$ cat config.mk
export PLATFORM = sky130hd
export DESIGN_NAME = argb_pixel_blend_alu_core
export DESIGN_NICKNAME = d
export VERILOG_FILES = /design/src/hdl/argbpb_pkg.sv /design/src/hdl/argbpb_front.sv /design/src/hdl/argbpb_mid.sv /design/src/hdl/argbpb_div_stage.sv /design/src/hdl/argb_pixel_blend_alu_core.sv
export VERILOG_INCLUDE_DIRS = /design/src /design/src/hdl
export SDC_FILE = /design/constraint.sdc
export NUM_CORES = 2
export LEC_CHECK = 0
export BUFFER_PORTS_ARGS = -buffer_cell sky130_fd_sc_hd__clkbuf_2
export CAP_MARGIN = 40
export CORE_MARGIN = 3
export CORE_UTILIZATION = 65
export DETAILED_ROUTE_END_ITERATION = 7
export HOLD_SLACK_MARGIN = 0.12
export PLACE_DENSITY = 0.82
export SLEW_MARGIN = 20
export SYNTH_ARGS = -nofsm -noshare
export SYNTH_HDL_FRONTEND = slang
export SYNTH_SLANG_ARGS = --single-unit
$ cat constraint.sdc
create_clock -name clock -period 33.6 [get_ports clock]
set_clock_uncertainty 0.1 [all_clocks]
set_input_delay 6.72 -clock clock [delete_from_list [all_inputs] [get_ports clock]]
set_output_delay 6.72 -clock clock [all_outputs]
set_load 0.02 [all_outputs]
$ cat src/hdl/assert_macros.svh
// ----------------------------------------------------------------------------
// Assertion macros
// Shared concurrent assertion forms for the pixel blend ALU. All assertions
// are clocked on the rising edge of clock.
// ----------------------------------------------------------------------------
`ifndef ASSERT_MACROS_SVH
`define ASSERT_MACROS_SVH

// Checked only while reset is low.
`define ASSERT_CLK(lbl, prop, msg) \
   lbl: assert property (@(posedge clock) disable iff (reset) prop) else $error(msg);

// Checked at every edge, reset included.
`define ASSERT_ANY(lbl, prop, msg) \
   lbl: assert property (@(posedge clock) prop) else $error(msg);

`endif

$ cat src/hdl/argbpb_pkg.sv
// ----------------------------------------------------------------------------
// argbpb_pkg
// Widths, opcodes and stage payload types of the ARGB8888 pixel blend ALU.
// ----------------------------------------------------------------------------
package argbpb_pkg;

   localparam int unsigned CH_W      = 8;
   localparam int unsigned NUM_CH    = 4;
   localparam int unsigned COLOR_CH  = 3;
   localparam int unsigned PIX_W     = CH_W * NUM_CH;
   localparam int unsigned OP_W      = 3;
   localparam int unsigned ASUM_W    = CH_W + 1;
   localparam int unsigned PROD_W    = 2 * CH_W;
   localparam int unsigned NUM_W     = PROD_W + 1;
   localparam int unsigned DIV_STEPS = 4;

   // Channel order inside a pixel: alpha 3, red 2, green 1, blue 0.
   localparam int unsigned CH_ALPHA = 3;
   localparam int unsigned CH_RED   = 2;
   localparam int unsigned CH_GREEN = 1;
   localparam int unsigned CH_BLUE  = 0;

   localparam logic [OP_W-1:0] OP_INVERT = 3'd0;
   localparam logic [OP_W-1:0] OP_ADD    = 3'd1;
   localparam logic [OP_W-1:0] OP_MUL    = 3'd2;
   localparam logic [OP_W-1:0] OP_AVG    = 3'd3;
   localparam logic [OP_W-1:0] OP_WAVG   = 3'd4;

   localparam logic [CH_W-1:0] CH_MAX = 8'd255;

   typedef logic [CH_W-1:0] chan_type;

   // Payload after the multiply stage.
   typedef struct packed {
      logic [OP_W-1:0]                      op;
      logic [ASUM_W-1:0]                    asum;
      chan_type [NUM_CH-1:0]                res;
      logic [NUM_CH-1:0][PROD_W-1:0]        prod;
      logic [COLOR_CH-1:0][PROD_W-1:0]      lw;
      logic [COLOR_CH-1:0][PROD_W-1:0]      rw;
   } front_type;

   // Payload through the divider stages. The shift field holds the low
   // numerator bits still to be consumed and collects the quotient bits.
   typedef struct packed {
      logic [OP_W-1:0]                      op;
      logic [ASUM_W-1:0]                    dvs;
      chan_type [NUM_CH-1:0]                res;
      logic [COLOR_CH-1:0][ASUM_W-1:0]      rem;
      chan_type [COLOR_CH-1:0]              shf;
   } div_type;

endpackage

$ cat src/hdl/argbpb_front.sv
// ----------------------------------------------------------------------------
// argbpb_front
// First stage: per-channel products, alpha sum and the simple operations.
// ----------------------------------------------------------------------------
module argbpb_front (
   input  logic                          clock,
   input  logic                          reset,
   input  logic                          in_vld,
   output logic                          in_rdy,
   input  logic [argbpb_pkg::OP_W-1:0]   opcode,
   input  logic [argbpb_pkg::PIX_W-1:0]  left_pixel,
   input  logic [argbpb_pkg::PIX_W-1:0]  right_pixel,
   output logic                          out_vld,
   input  logic                          out_rdy,
   output argbpb_pkg::front_type         out_data
);
   import argbpb_pkg::*;

   logic      vld_ff, vld_in;
   front_type data_ff, data_in;

   always_comb begin
      chan_type          la, ra, lc, rc;
      logic [ASUM_W-1:0] sum;
      la = left_pixel[CH_ALPHA*CH_W +: CH_W];
      ra = right_pixel[CH_ALPHA*CH_W +: CH_W];
      data_in      = '0;
      data_in.op   = opcode;
      data_in.asum = {1'b0, la} + {1'b0, ra};
      for (int i = 0; i < NUM_CH; i++) begin
         lc  = left_pixel[i*CH_W +: CH_W];
         rc  = right_pixel[i*CH_W +: CH_W];
         sum = {1'b0, lc} + {1'b0, rc};
         case (opcode)
            OP_INVERT: data_in.res[i] = CH_MAX - lc;
            OP_ADD:    data_in.res[i] = sum[CH_W] ? CH_MAX : sum[CH_W-1:0];
            OP_AVG:    data_in.res[i] = sum[ASUM_W-1:1];
            default:   data_in.res[i] = '0;
         endcase
         data_in.prod[i] = PROD_W'(lc) * PROD_W'(rc);
      end
      for (int i = 0; i < COLOR_CH; i++) begin
         data_in.lw[i] = PROD_W'(left_pixel[i*CH_W +: CH_W]) * PROD_W'(la);
         data_in.rw[i] = PROD_W'(right_pixel[i*CH_W +: CH_W]) * PROD_W'(ra);
      end
   end

   assign in_rdy = !vld_ff || out_rdy;

   always_comb begin
      vld_in = in_rdy ? in_vld : vld_ff;
   end

   always_ff @(posedge clock) begin
      if (reset) begin
         vld_ff <= 1'b0;
      end else begin
         vld_ff <= vld_in;
      end
   end

   always_ff @(posedge clock) begin
      if (in_vld && in_rdy) begin
         data_ff <= data_in;
      end
   end

   assign out_vld  = vld_ff;
   assign out_data = data_ff;

endmodule

$ cat src/hdl/argbpb_mid.sv
// ----------------------------------------------------------------------------
// argbpb_mid
// Second stage: divide-by-255 of the products and the weighted numerators
// that seed the divider.
// ----------------------------------------------------------------------------
module argbpb_mid (
   input  logic                   clock,
   input  logic                   reset,
   input  logic                   in_vld,
   output logic                   in_rdy,
   input  argbpb_pkg::front_type  in_data,
   output logic                   out_vld,
   input  logic                   out_rdy,
   output argbpb_pkg::div_type    out_data
);
   import argbpb_pkg::*;

   logic    vld_ff, vld_in;
   div_type data_ff, data_in;

   // Exact floor(x / 255) for any product of two channels:
   // (x + (x >> 8) + 1) >> 8.
   function automatic chan_type div255(input logic [PROD_W-1:0] x);
      logic [NUM_W-1:0] t;
      t = NUM_W'(x) + NUM_W'(x >> CH_W) + NUM_W'(1);
      return t[PROD_W-1:CH_W];
   endfunction

   always_comb begin
      logic [NUM_W-1:0] num;
      data_in     = '0;
      data_in.op  = in_data.op;
      data_in.dvs = in_data.asum;
      for (int i = 0; i < NUM_CH; i++) begin
         if (in_data.op == OP_MUL) begin
            data_in.res[i] = div255(in_data.prod[i]);
         end else begin
            data_in.res[i] = in_data.res[i];
         end
      end
      // The numerator never reaches 256 times the alpha sum, so its top
      // bits already sit below the divisor.
      for (int i = 0; i < COLOR_CH; i++) begin
         num = NUM_W'(in_data.lw[i]) + NUM_W'(in_data.rw[i]);
         data_in.rem[i] = num[NUM_W-1 -: ASUM_W];
         data_in.shf[i] = num[CH_W-1:0];
      end
   end

   assign in_rdy = !vld_ff || out_rdy;

   always_comb begin
      vld_in = in_rdy ? in_vld : vld_ff;
   end

   always_ff @(posedge clock) begin
      if (reset) begin
         vld_ff <= 1'b0;
      end else begin
         vld_ff <= vld_in;
      end
   end

   always_ff @(posedge clock) begin
      if (in_vld && in_rdy) begin
         data_ff <= data_in;
      end
   end

   assign out_vld  = vld_ff;
   assign out_data = data_ff;

endmodule

$ cat src/hdl/argbpb_div_stage.sv
// ----------------------------------------------------------------------------
// argbpb_div_stage
// One register stage of the restoring divider: four quotient bits for each
// colour channel.
// ----------------------------------------------------------------------------
`include "assert_macros.svh"

module argbpb_div_stage (
   input  logic                  clock,
   input  logic                  reset,
   input  logic                  in_vld,
   output logic                  in_rdy,
   input  argbpb_pkg::div_type   in_data,
   output logic                  out_vld,
   input  logic                  out_rdy,
   output argbpb_pkg::div_type   out_data
);
   import argbpb_pkg::*;

   logic    vld_ff, vld_in;
   div_type data_ff, data_in;

   always_comb begin
      logic [ASUM_W-1:0] rem_v;
      chan_type          shf_v;
      logic [ASUM_W:0]   trial;
      logic              qbit;
      data_in = in_data;
      for (int c = 0; c < COLOR_CH; c++) begin
         rem_v = in_data.rem[c];
         shf_v = in_data.shf[c];
         for (int s = 0; s < DIV_STEPS; s++) begin
            trial = {rem_v, shf_v[CH_W-1]};
            qbit  = (trial >= {1'b0, in_data.dvs});
            if (qbit) begin
               rem_v = ASUM_W'(trial - {1'b0, in_data.dvs});
            end else begin
               rem_v = trial[ASUM_W-1:0];
            end
            shf_v = {shf_v[CH_W-2:0], qbit};
         end
         data_in.rem[c] = rem_v;
         data_in.shf[c] = shf_v;
      end
   end

   assign in_rdy = !vld_ff || out_rdy;

   always_comb begin
      vld_in = in_rdy ? in_vld : vld_ff;
   end

   always_ff @(posedge clock) begin
      if (reset) begin
         vld_ff <= 1'b0;
      end else begin
         vld_ff <= vld_in;
      end
   end

   always_ff @(posedge clock) begin
      if (in_vld && in_rdy) begin
         data_ff <= data_in;
      end
   end

   assign out_vld  = vld_ff;
   assign out_data = data_ff;

   // A partial remainder always stays below a nonzero divisor.
   `ASSERT_CLK(a_rem_below_dvs,
      (vld_ff && (data_ff.dvs != '0)) |-> ((data_ff.rem[0] < data_ff.dvs) &&
      (data_ff.rem[1] < data_ff.dvs) && (data_ff.rem[2] < data_ff.dvs)),
      "divider remainder not below divisor")

endmodule

$ cat src/hdl/argb_pixel_blend_alu_core.sv
// ----------------------------------------------------------------------------
// argb_pixel_blend_alu_core
// ARGB8888 pixel blend ALU: invert, saturating add, multiply, mean and
// alpha-weighted mean of two packed pixels, four pipeline stages.
//
//   Channel   Direction   Handshake            Payload
//   req_      in          req_valid/req_stall  opcode, left_pixel, right_pixel
//   rsp_      out         rsp_valid/rsp_stall  out_alpha/red/green/blue, flag
//
// One word is taken per cycle while req_stall is low; each word passes the
// front and mid stages and then the high and low stages of the two-stage
// restoring divider behind the multipliers, and leaves from the last stage.
// Synchronous reset empties all four stages; no payload is cleared.
// rsp_stall holds the last stage, and bubbles inside the pipe still close up.
// req_stall rises only when all four stages hold a word and the output waits.
// ----------------------------------------------------------------------------
`include "assert_macros.svh"

module argb_pixel_blend_alu_core (
   input  logic                          clock,
   input  logic                          reset,
   input  logic                          req_valid,
   output logic                          req_stall,
   input  logic [argbpb_pkg::OP_W-1:0]   req_opcode,
   input  logic [argbpb_pkg::PIX_W-1:0]  req_left_pixel,
   input  logic [argbpb_pkg::PIX_W-1:0]  req_right_pixel,
   output logic                          rsp_valid,
   input  logic                          rsp_stall,
   output logic [argbpb_pkg::CH_W-1:0]   rsp_out_alpha,
   output logic [argbpb_pkg::CH_W-1:0]   rsp_out_red,
   output logic [argbpb_pkg::CH_W-1:0]   rsp_out_green,
   output logic [argbpb_pkg::CH_W-1:0]   rsp_out_blue,
   output logic                          rsp_zero_alpha_sum
);
   import argbpb_pkg::*;

   logic      s1_vld, s2_vld, s3_vld, s4_vld;
   logic      s1_rdy, s2_rdy, s3_rdy, s4_rdy;
   logic      req_rdy;
   front_type s1_data;
   div_type   s2_data, s3_data, s4_data;

   argbpb_front u_front (
      .clock       (clock),
      .reset       (reset),
      .in_vld      (req_valid),
      .in_rdy      (req_rdy),
      .opcode      (req_opcode),
      .left_pixel  (req_left_pixel),
      .right_pixel (req_right_pixel),
      .out_vld     (s1_vld),
      .out_rdy     (s1_rdy),
      .out_data    (s1_data)
   );

   argbpb_mid u_mid (
      .clock    (clock),
      .reset    (reset),
      .in_vld   (s1_vld),
      .in_rdy   (s1_rdy),
      .in_data  (s1_data),
      .out_vld  (s2_vld),
      .out_rdy  (s2_rdy),
      .out_data (s2_data)
   );

   argbpb_div_stage u_div_hi (
      .clock    (clock),
      .reset    (reset),
      .in_vld   (s2_vld),
      .in_rdy   (s2_rdy),
      .in_data  (s2_data),
      .out_vld  (s3_vld),
      .out_rdy  (s3_rdy),
      .out_data (s3_data)
   );

   argbpb_div_stage u_div_lo (
      .clock    (clock),
      .reset    (reset),
      .in_vld   (s3_vld),
      .in_rdy   (s3_rdy),
      .in_data  (s3_data),
      .out_vld  (s4_vld),
      .out_rdy  (s4_rdy),
      .out_data (s4_data)
   );

   assign req_stall = !req_rdy;
   assign s4_rdy    = !rsp_stall;
   assign rsp_valid = s4_vld;

   // Result select from the last stage register.
   always_comb begin
      rsp_out_alpha      = '0;
      rsp_out_red        = '0;
      rsp_out_green      = '0;
      rsp_out_blue       = '0;
      rsp_zero_alpha_sum = 1'b0;
      case (s4_data.op)
         OP_INVERT, OP_ADD, OP_MUL, OP_AVG: begin
            rsp_out_alpha = s4_data.res[CH_ALPHA];
            rsp_out_red   = s4_data.res[CH_RED];
            rsp_out_green = s4_data.res[CH_GREEN];
            rsp_out_blue  = s4_data.res[CH_BLUE];
         end
         OP_WAVG: begin
            if (s4_data.dvs == '0) begin
               rsp_zero_alpha_sum = 1'b1;
            end else begin
               rsp_out_alpha = s4_data.dvs[ASUM_W-1:1];
               rsp_out_red   = s4_data.shf[CH_RED];
               rsp_out_green = s4_data.shf[CH_GREEN];
               rsp_out_blue  = s4_data.shf[CH_BLUE];
            end
         end
         default: begin
            rsp_zero_alpha_sum = 1'b0;
         end
      endcase
   end

   `ASSERT_CLK(a_stall_when_full,
      req_stall |-> (s1_vld && s2_vld && s3_vld && s4_vld && rsp_stall),
      "input stalled with room in the pipe")
   `ASSERT_CLK(a_flag_clears_color,
      (rsp_valid && rsp_zero_alpha_sum) |-> ((s4_data.op == OP_WAVG) &&
      (rsp_out_alpha == '0) && (rsp_out_red == '0) && (rsp_out_green == '0) &&
      (rsp_out_blue == '0)),
      "zero alpha flag with nonzero channels")
   `ASSERT_ANY(a_empty_after_reset, reset |=> !rsp_valid, "result valid right after reset")

endmodule
Yosys cells after proc, flatten, opt, wreduce, memory -nomap -nowiden
Cells that the tools add are included.
- flip-flop bits (word level): 466
- bits in latches: 0
- bits in writable memories: 0
- bits in read-only memories: 0
- bits of input ports: 71
- output and inout port bits: 35
- logic and storage cells: 195
- memories: 0
- add/sub/neg operators: 40
- multipliers: 10
- divide/modulo/power cells: 0
- order comparisons: 24
- eq/ne operators: 7
- shift operators: 0
- mux-type cells: 43
- bitwise gates (word level): 0
- reductions and logical operators: 18
- operator list (operator ; count):
    10-bit by 9-bit greater-or-equal comparator with 1-bit output ; 24
    9-bit 2-to-1 mux ; 21
    9-bit subtractor ; 21
    8-bit by 8-bit multiplier with 16-bit output ; 10
    8-bit 2-to-1 mux ; 12
    8-bit case mux with 3 select lines ; 4
    16-bit by 1-bit adder with 16-bit output, second input constant ; 4
    16-bit by 8-bit adder with 16-bit output ; 4
    8-bit case mux with 2 select lines ; 4
    16-bit by 16-bit adder with 17-bit output ; 3
    8-bit by 8-bit adder with 9-bit output ; 4
    8-bit subtractor, first input constant ; 4
    3-bit by 2-bit == test with 1-bit output, second input constant ; 4
    9-bit zero test ; 1
    3-bit by 1-bit == test with 1-bit output, second input constant ; 2
    1-bit zero test ; 6
    3-bit zero test ; 2
    1-bit logical AND ; 4
    1-bit logical OR ; 4
    4-bit OR reduction ; 1
    3-bit == test, second input constant ; 1
    1-bit 2-to-1 mux ; 2

Logic depth before layout (Yosys ltp)
- depth after elaboration: 8
- mapped depth: 41
- gate-level depth less buffers: 38

Modules after synthesis
From an unflattened synthesis, not the netlist that was laid out.
- cell total of the unflattened synthesis: 5195
- area total of the unflattened synthesis: 52466.6 um2
- by module, submodules not included (module ; instances ; cells each ; area an instance (um2) ; seq. area each (um2)):
    argbpb_front ; 1 ; 2915 ; 28816.4 ; 6145.9
    argbpb_div_stage at u_div_hi ; 1 ; 840 ; 8523.2 ; 2872.8
    argbpb_div_stage at u_div_lo ; 1 ; 823 ; 8451.9 ; 2872.8
    argbpb_mid ; 1 ; 570 ; 6268.5 ; 2872.8
    argb_pixel_blend_alu_core ; 1 ; 47 ; 406.6 ; 0.0

Worst setup path after synthesis
OpenSTA, ideal clock, no wires.
- path kind: input to register
- start: in rsp_stall
- end: reg u_front.data_ff (netlist bit u_front.out_data[0]) (enable)
- library setup time: 772 ps
- data arrival time: 15622 ps
- data required time: 32728 ps
- setup slack: 17106 ps
- stages: 4
- path buffers: 0
- path through: and3_1 nand3_1 inv_1 nor2_1
- word-level cells in the longest chain between the ends: 6
- ends and longest elaborated chain (what ; line ; RTL):
    start: declaration ; argb_pixel_blend_alu_core.sv:28 ; input logic rsp_stall,
    1-bit zero test ; argb_pixel_blend_alu_core.sv:90 ; assign s4_rdy = !rsp_stall;
    1-bit logical OR (2 in a row) ; argbpb_div_stage.sv:47 ; assign in_rdy = !vld_ff || out_rdy;
    1-bit logical OR ; argbpb_mid.sv:50 ; assign in_rdy = !vld_ff || out_rdy;
    1-bit logical OR ; argbpb_front.sv:48 ; assign in_rdy = !vld_ff || out_rdy;
    1-bit logical AND ; argbpb_front.sv:63 ; if (in_vld && in_rdy) begin
    end signal: assignment ; argbpb_front.sv:64 ; data_ff <= data_in;
    end: declaration ; argbpb_front.sv:20 ; front_type data_ff, data_in;
No other way between the ends.
A chain may end at the register's enable or synchronous reset.

Worst setup path after layout
- start: in rsp_stall
- end: out req_stall
- word-level cells in the longest chain between the ends: 6
- ends and longest elaborated chain (what ; line ; RTL):
    1-bit zero test ; argb_pixel_blend_alu_core.sv:90 ;
    1-bit logical OR (2 in a row) ; argbpb_div_stage.sv:47 ;
    1-bit logical OR ; argbpb_mid.sv:50 ;
    1-bit logical OR ; argbpb_front.sv:48 ;
    1-bit zero test ; argb_pixel_blend_alu_core.sv:89 ; assign req_stall = !req_rdy;
    end: declaration ; argb_pixel_blend_alu_core.sv:23 ; output logic req_stall,
No other way between the ends.

==> impl_metrics.tcl <==
set metrics [dict create \
    drc 0 \
    worst_slew_pin_slew_ns 0.8695 \
    maxCapViolCount 0 \
    final_layout_size_suffix_gt1_share_pct 6.954 \
    finalSetupViolCount 0 \
    synth_enable_flop_cells 462 \
    grt_util_all_layers_pct 30.46 \
    antenna_violations_before_repair 3 \
    criticalPathCategory "primary input to primary output" \
    finalWirelength_um 120900 \
    tritoncts "done" \
    cts.sink_count 466 \
    boundaryPins 106 \
    min_tclk_post_route_ns 14.52 \
    die_height_um 283.4 \
    initial_core_utilization_pct 65.75 \
    first_global_vias 38080 \
    synth_area_per_cell_um2 9.797 \
    place_congestion 0.9010 \
    most_common_cell_after_layout_fill_and_taps_aside "inv_1" \
    critical-path-max-stage-delay_ns 0.35 \
    first_pass_grt_wire_length_um 197300 \
    fmax_mhz 68.86 \
    syn-instance-count 5106 \
    crit_slowest_cell "and3_1" \
    port_buffers 105 \
    mappedNetlistNets 6249 \
    timing.final.crit_share_pct 43.22 \
    timing.critical_path.fanout_max 5 \
    postSynth.topFlopCell "edfxtp_1" \
    cts_hold_repair.buffers 0 \
    num_cts_buffers 50 \
    setup_total_negative_slack_ns 0 \
    yosys.cell_types.count 87 \
    detailedRoute.firstPassIterationCount 6 \
    grt-ovfl-total 0 \
    core.rowCount 101 \
    layout_common_cells "inv_1 (687), ha_1 (684), nand2_1 (477)" \
    maxSlewViolCount 0 \
    ys_async_rst_share_pct 0 \
    synth-seq-cells 466 \
    clk_latency_ns 0.62 \
    route.detailed.wl_per_inst_um 19.34 \
    critical_path_end_type "primary output" \
    synth_area_um2 50020 \
    timing.critical_path.required_ns 26.78 \
    outcome "completed" \
    unrepaired_setup_endpoints_after_global_routing "false" \
    dr.first_iter.drc_count 2820 \
    dieArea_um2 80320 \
    cts_post_setup_buffers_inserted 0 \
    ctsHtreeMaxLevel 2 \
    dp.final_hpwl_um 88910 \
    clk_transition_reported_paths_ns 0.06 \
    core-area_um2 76080 \
    via_count 37300 \
    synthToLayoutAreaGrowth_pct 7.134 \
    hold_violations 0 \
    nFillCells 5550 \
    fin_nets 6321 \
    yosys_warnings 0 \
    worstPathArrival_ns 7.70 \
    die_width_um 283.4 \
    max-slew-margin-rel_pct 41.97 \
    grt_max_degree 66 \
    cts_root_buf "clkbuf_16" \
    holdCritPathClass "register to register" \
    critical-path-top-cell-by-count "clkbuf_2" \
    clk_path_buf_depth 3 \
    fraction_of_the_yosys_area_taken_by_sequential_cells_pct 27.89 \
    critical_path_startpoint_category "primary input" \
    vias_per_cell 5.968 \
    drt.antenna.violating_nets 0 \
    crit_chain "clkbuf_2 -> and3_1 -> nand3_1 -> inv_1 -> clkbuf_2" \
    post_cts_resize_count 0 \
]
==> worst max-delay path: cells and delay by family <==
family,cells,cell delay (ns)
buf+inv,3,0.47
simple gates,2,0.50
==> per-stage QoR <==
step | std cells | hold slack, ns | util [%] | area [um^2] | setup WS (ns)
floorplan | 5106 | 0.3003 | - | 50020 | 17.11
global placement | 6139 | 0.3012 | 67.88 | 51640 | 19.11
detailed placement | 6152 | 0.3045 | 68.16 | 51860 | 19.07
CTS | 6246 | 0.3126 | 70.35 | 53520 | 19.06
global route | 6250 | 0.3173 | 70.44 | 53590 | 19.02
finish | 6251 | 0.3091 | 70.45 | 53590 | 19.08
==> flip-flops by register name, summed over array words and instances (netlist names) <==
name               flops
u_mid.out_data        95
u_div_hi.out_vld       1
u_div_lo.out_data     68
u_mid.out_vld          1
u_div_hi.out_data     95
u_front.out_vld        1
u_div_lo.out_vld       1
u_front.out_data     204
==> area by class of cell <==
class	instances	area (um^2)	share of cell area [%]
repair buffers	163	1115	2.080
clock buffers	56	1274	2.377
diodes	1	2.502	0.004669
multi-input cells	3808	32980	61.54
inverters	689	2589	4.830
flip-flops and latches	466	13950	26.04
clock inverters	38	390.4	0.7284
well taps	1030	1289	2.405
==> cells by family after synthesis <==
logic type                 synth area share, %
AOI/OAI and AO/OA                        10.68
xor gates and xnor gates                 5.533
adders and majority gates                32.64
buffers and inverters                    6.268
DFF                                      27.89
muxes                                    2.379
and+or+nand+nor                          14.61
==> Yosys cell counts, types with 10 or more instances <==
cell type / number / share of area (%)
nand2b_1: 39 / 0.49
nand3_1: 43 / 0.43
a21oi_1: 256 / 2.6
ha_1: 684 / 17
a211oi_1: 14 / 0.21
o31ai_1: 15 / 0.23
o41ai_1: 10 / 0.18
and3_1: 14 / 0.18
nand2_1: 477 / 3.6
o21ai_0: 200 / 2.0
xnor2_1: 212 / 3.7
a31oi_1: 24 / 0.30
o41a_1: 13 / 0.29
xor2_1: 104 / 1.8
or3_1: 35 / 0.44
o2111ai_1: 11 / 0.19
fa_1: 388 / 16
a21boi_0: 21 / 0.32
o21bai_1: 26 / 0.39
o21a_1: 48 / 0.72
clkbuf_1: 136 / 1.0
inv_1: 687 / 5.2
or2_2: 15 / 0.19
o211ai_1: 10 / 0.15
a41o_1: 11 / 0.22
a211o_1: 10 / 0.18
nor3_1: 82 / 0.82
nor2_1: 273 / 2.0
mux2_2: 68 / 1.5
and2_1: 343 / 4.3
nor2b_1: 75 / 0.94
a21o_1: 93 / 1.4
mux2i_1: 27 / 0.54
nand4_1: 46 / 0.58
edfxtp_1: 462 / 28
==> layer usage <==
layer,global-route usage (%),part of all wire [%]
met5,0,0.0066
met4,11.94,4.1
met1,41.17,42
met2,49.76,46
met3,4.659,7.8
==> final timing paths <==
| path | startpoint | to | cells after the start | slack (ns) |
|---|---|---|---|---|
| max | rsp_stall | req_stall | 5 | 19.08 |
| min | u_mid.out_data[69] | u_div_hi.out_data[69] | 0 | 0.31 |
| max reg2reg | u_mid.out_data[84] | u_div_hi.out_data[49] | 35 | 22.98 |
| min reg2reg | u_mid.out_data[69] | u_div_hi.out_data[69] | 0 | 0.31 |
Power is not shown: default switching activity piles up to over one toggle a cycle in this logic, so the estimate is an artifact.
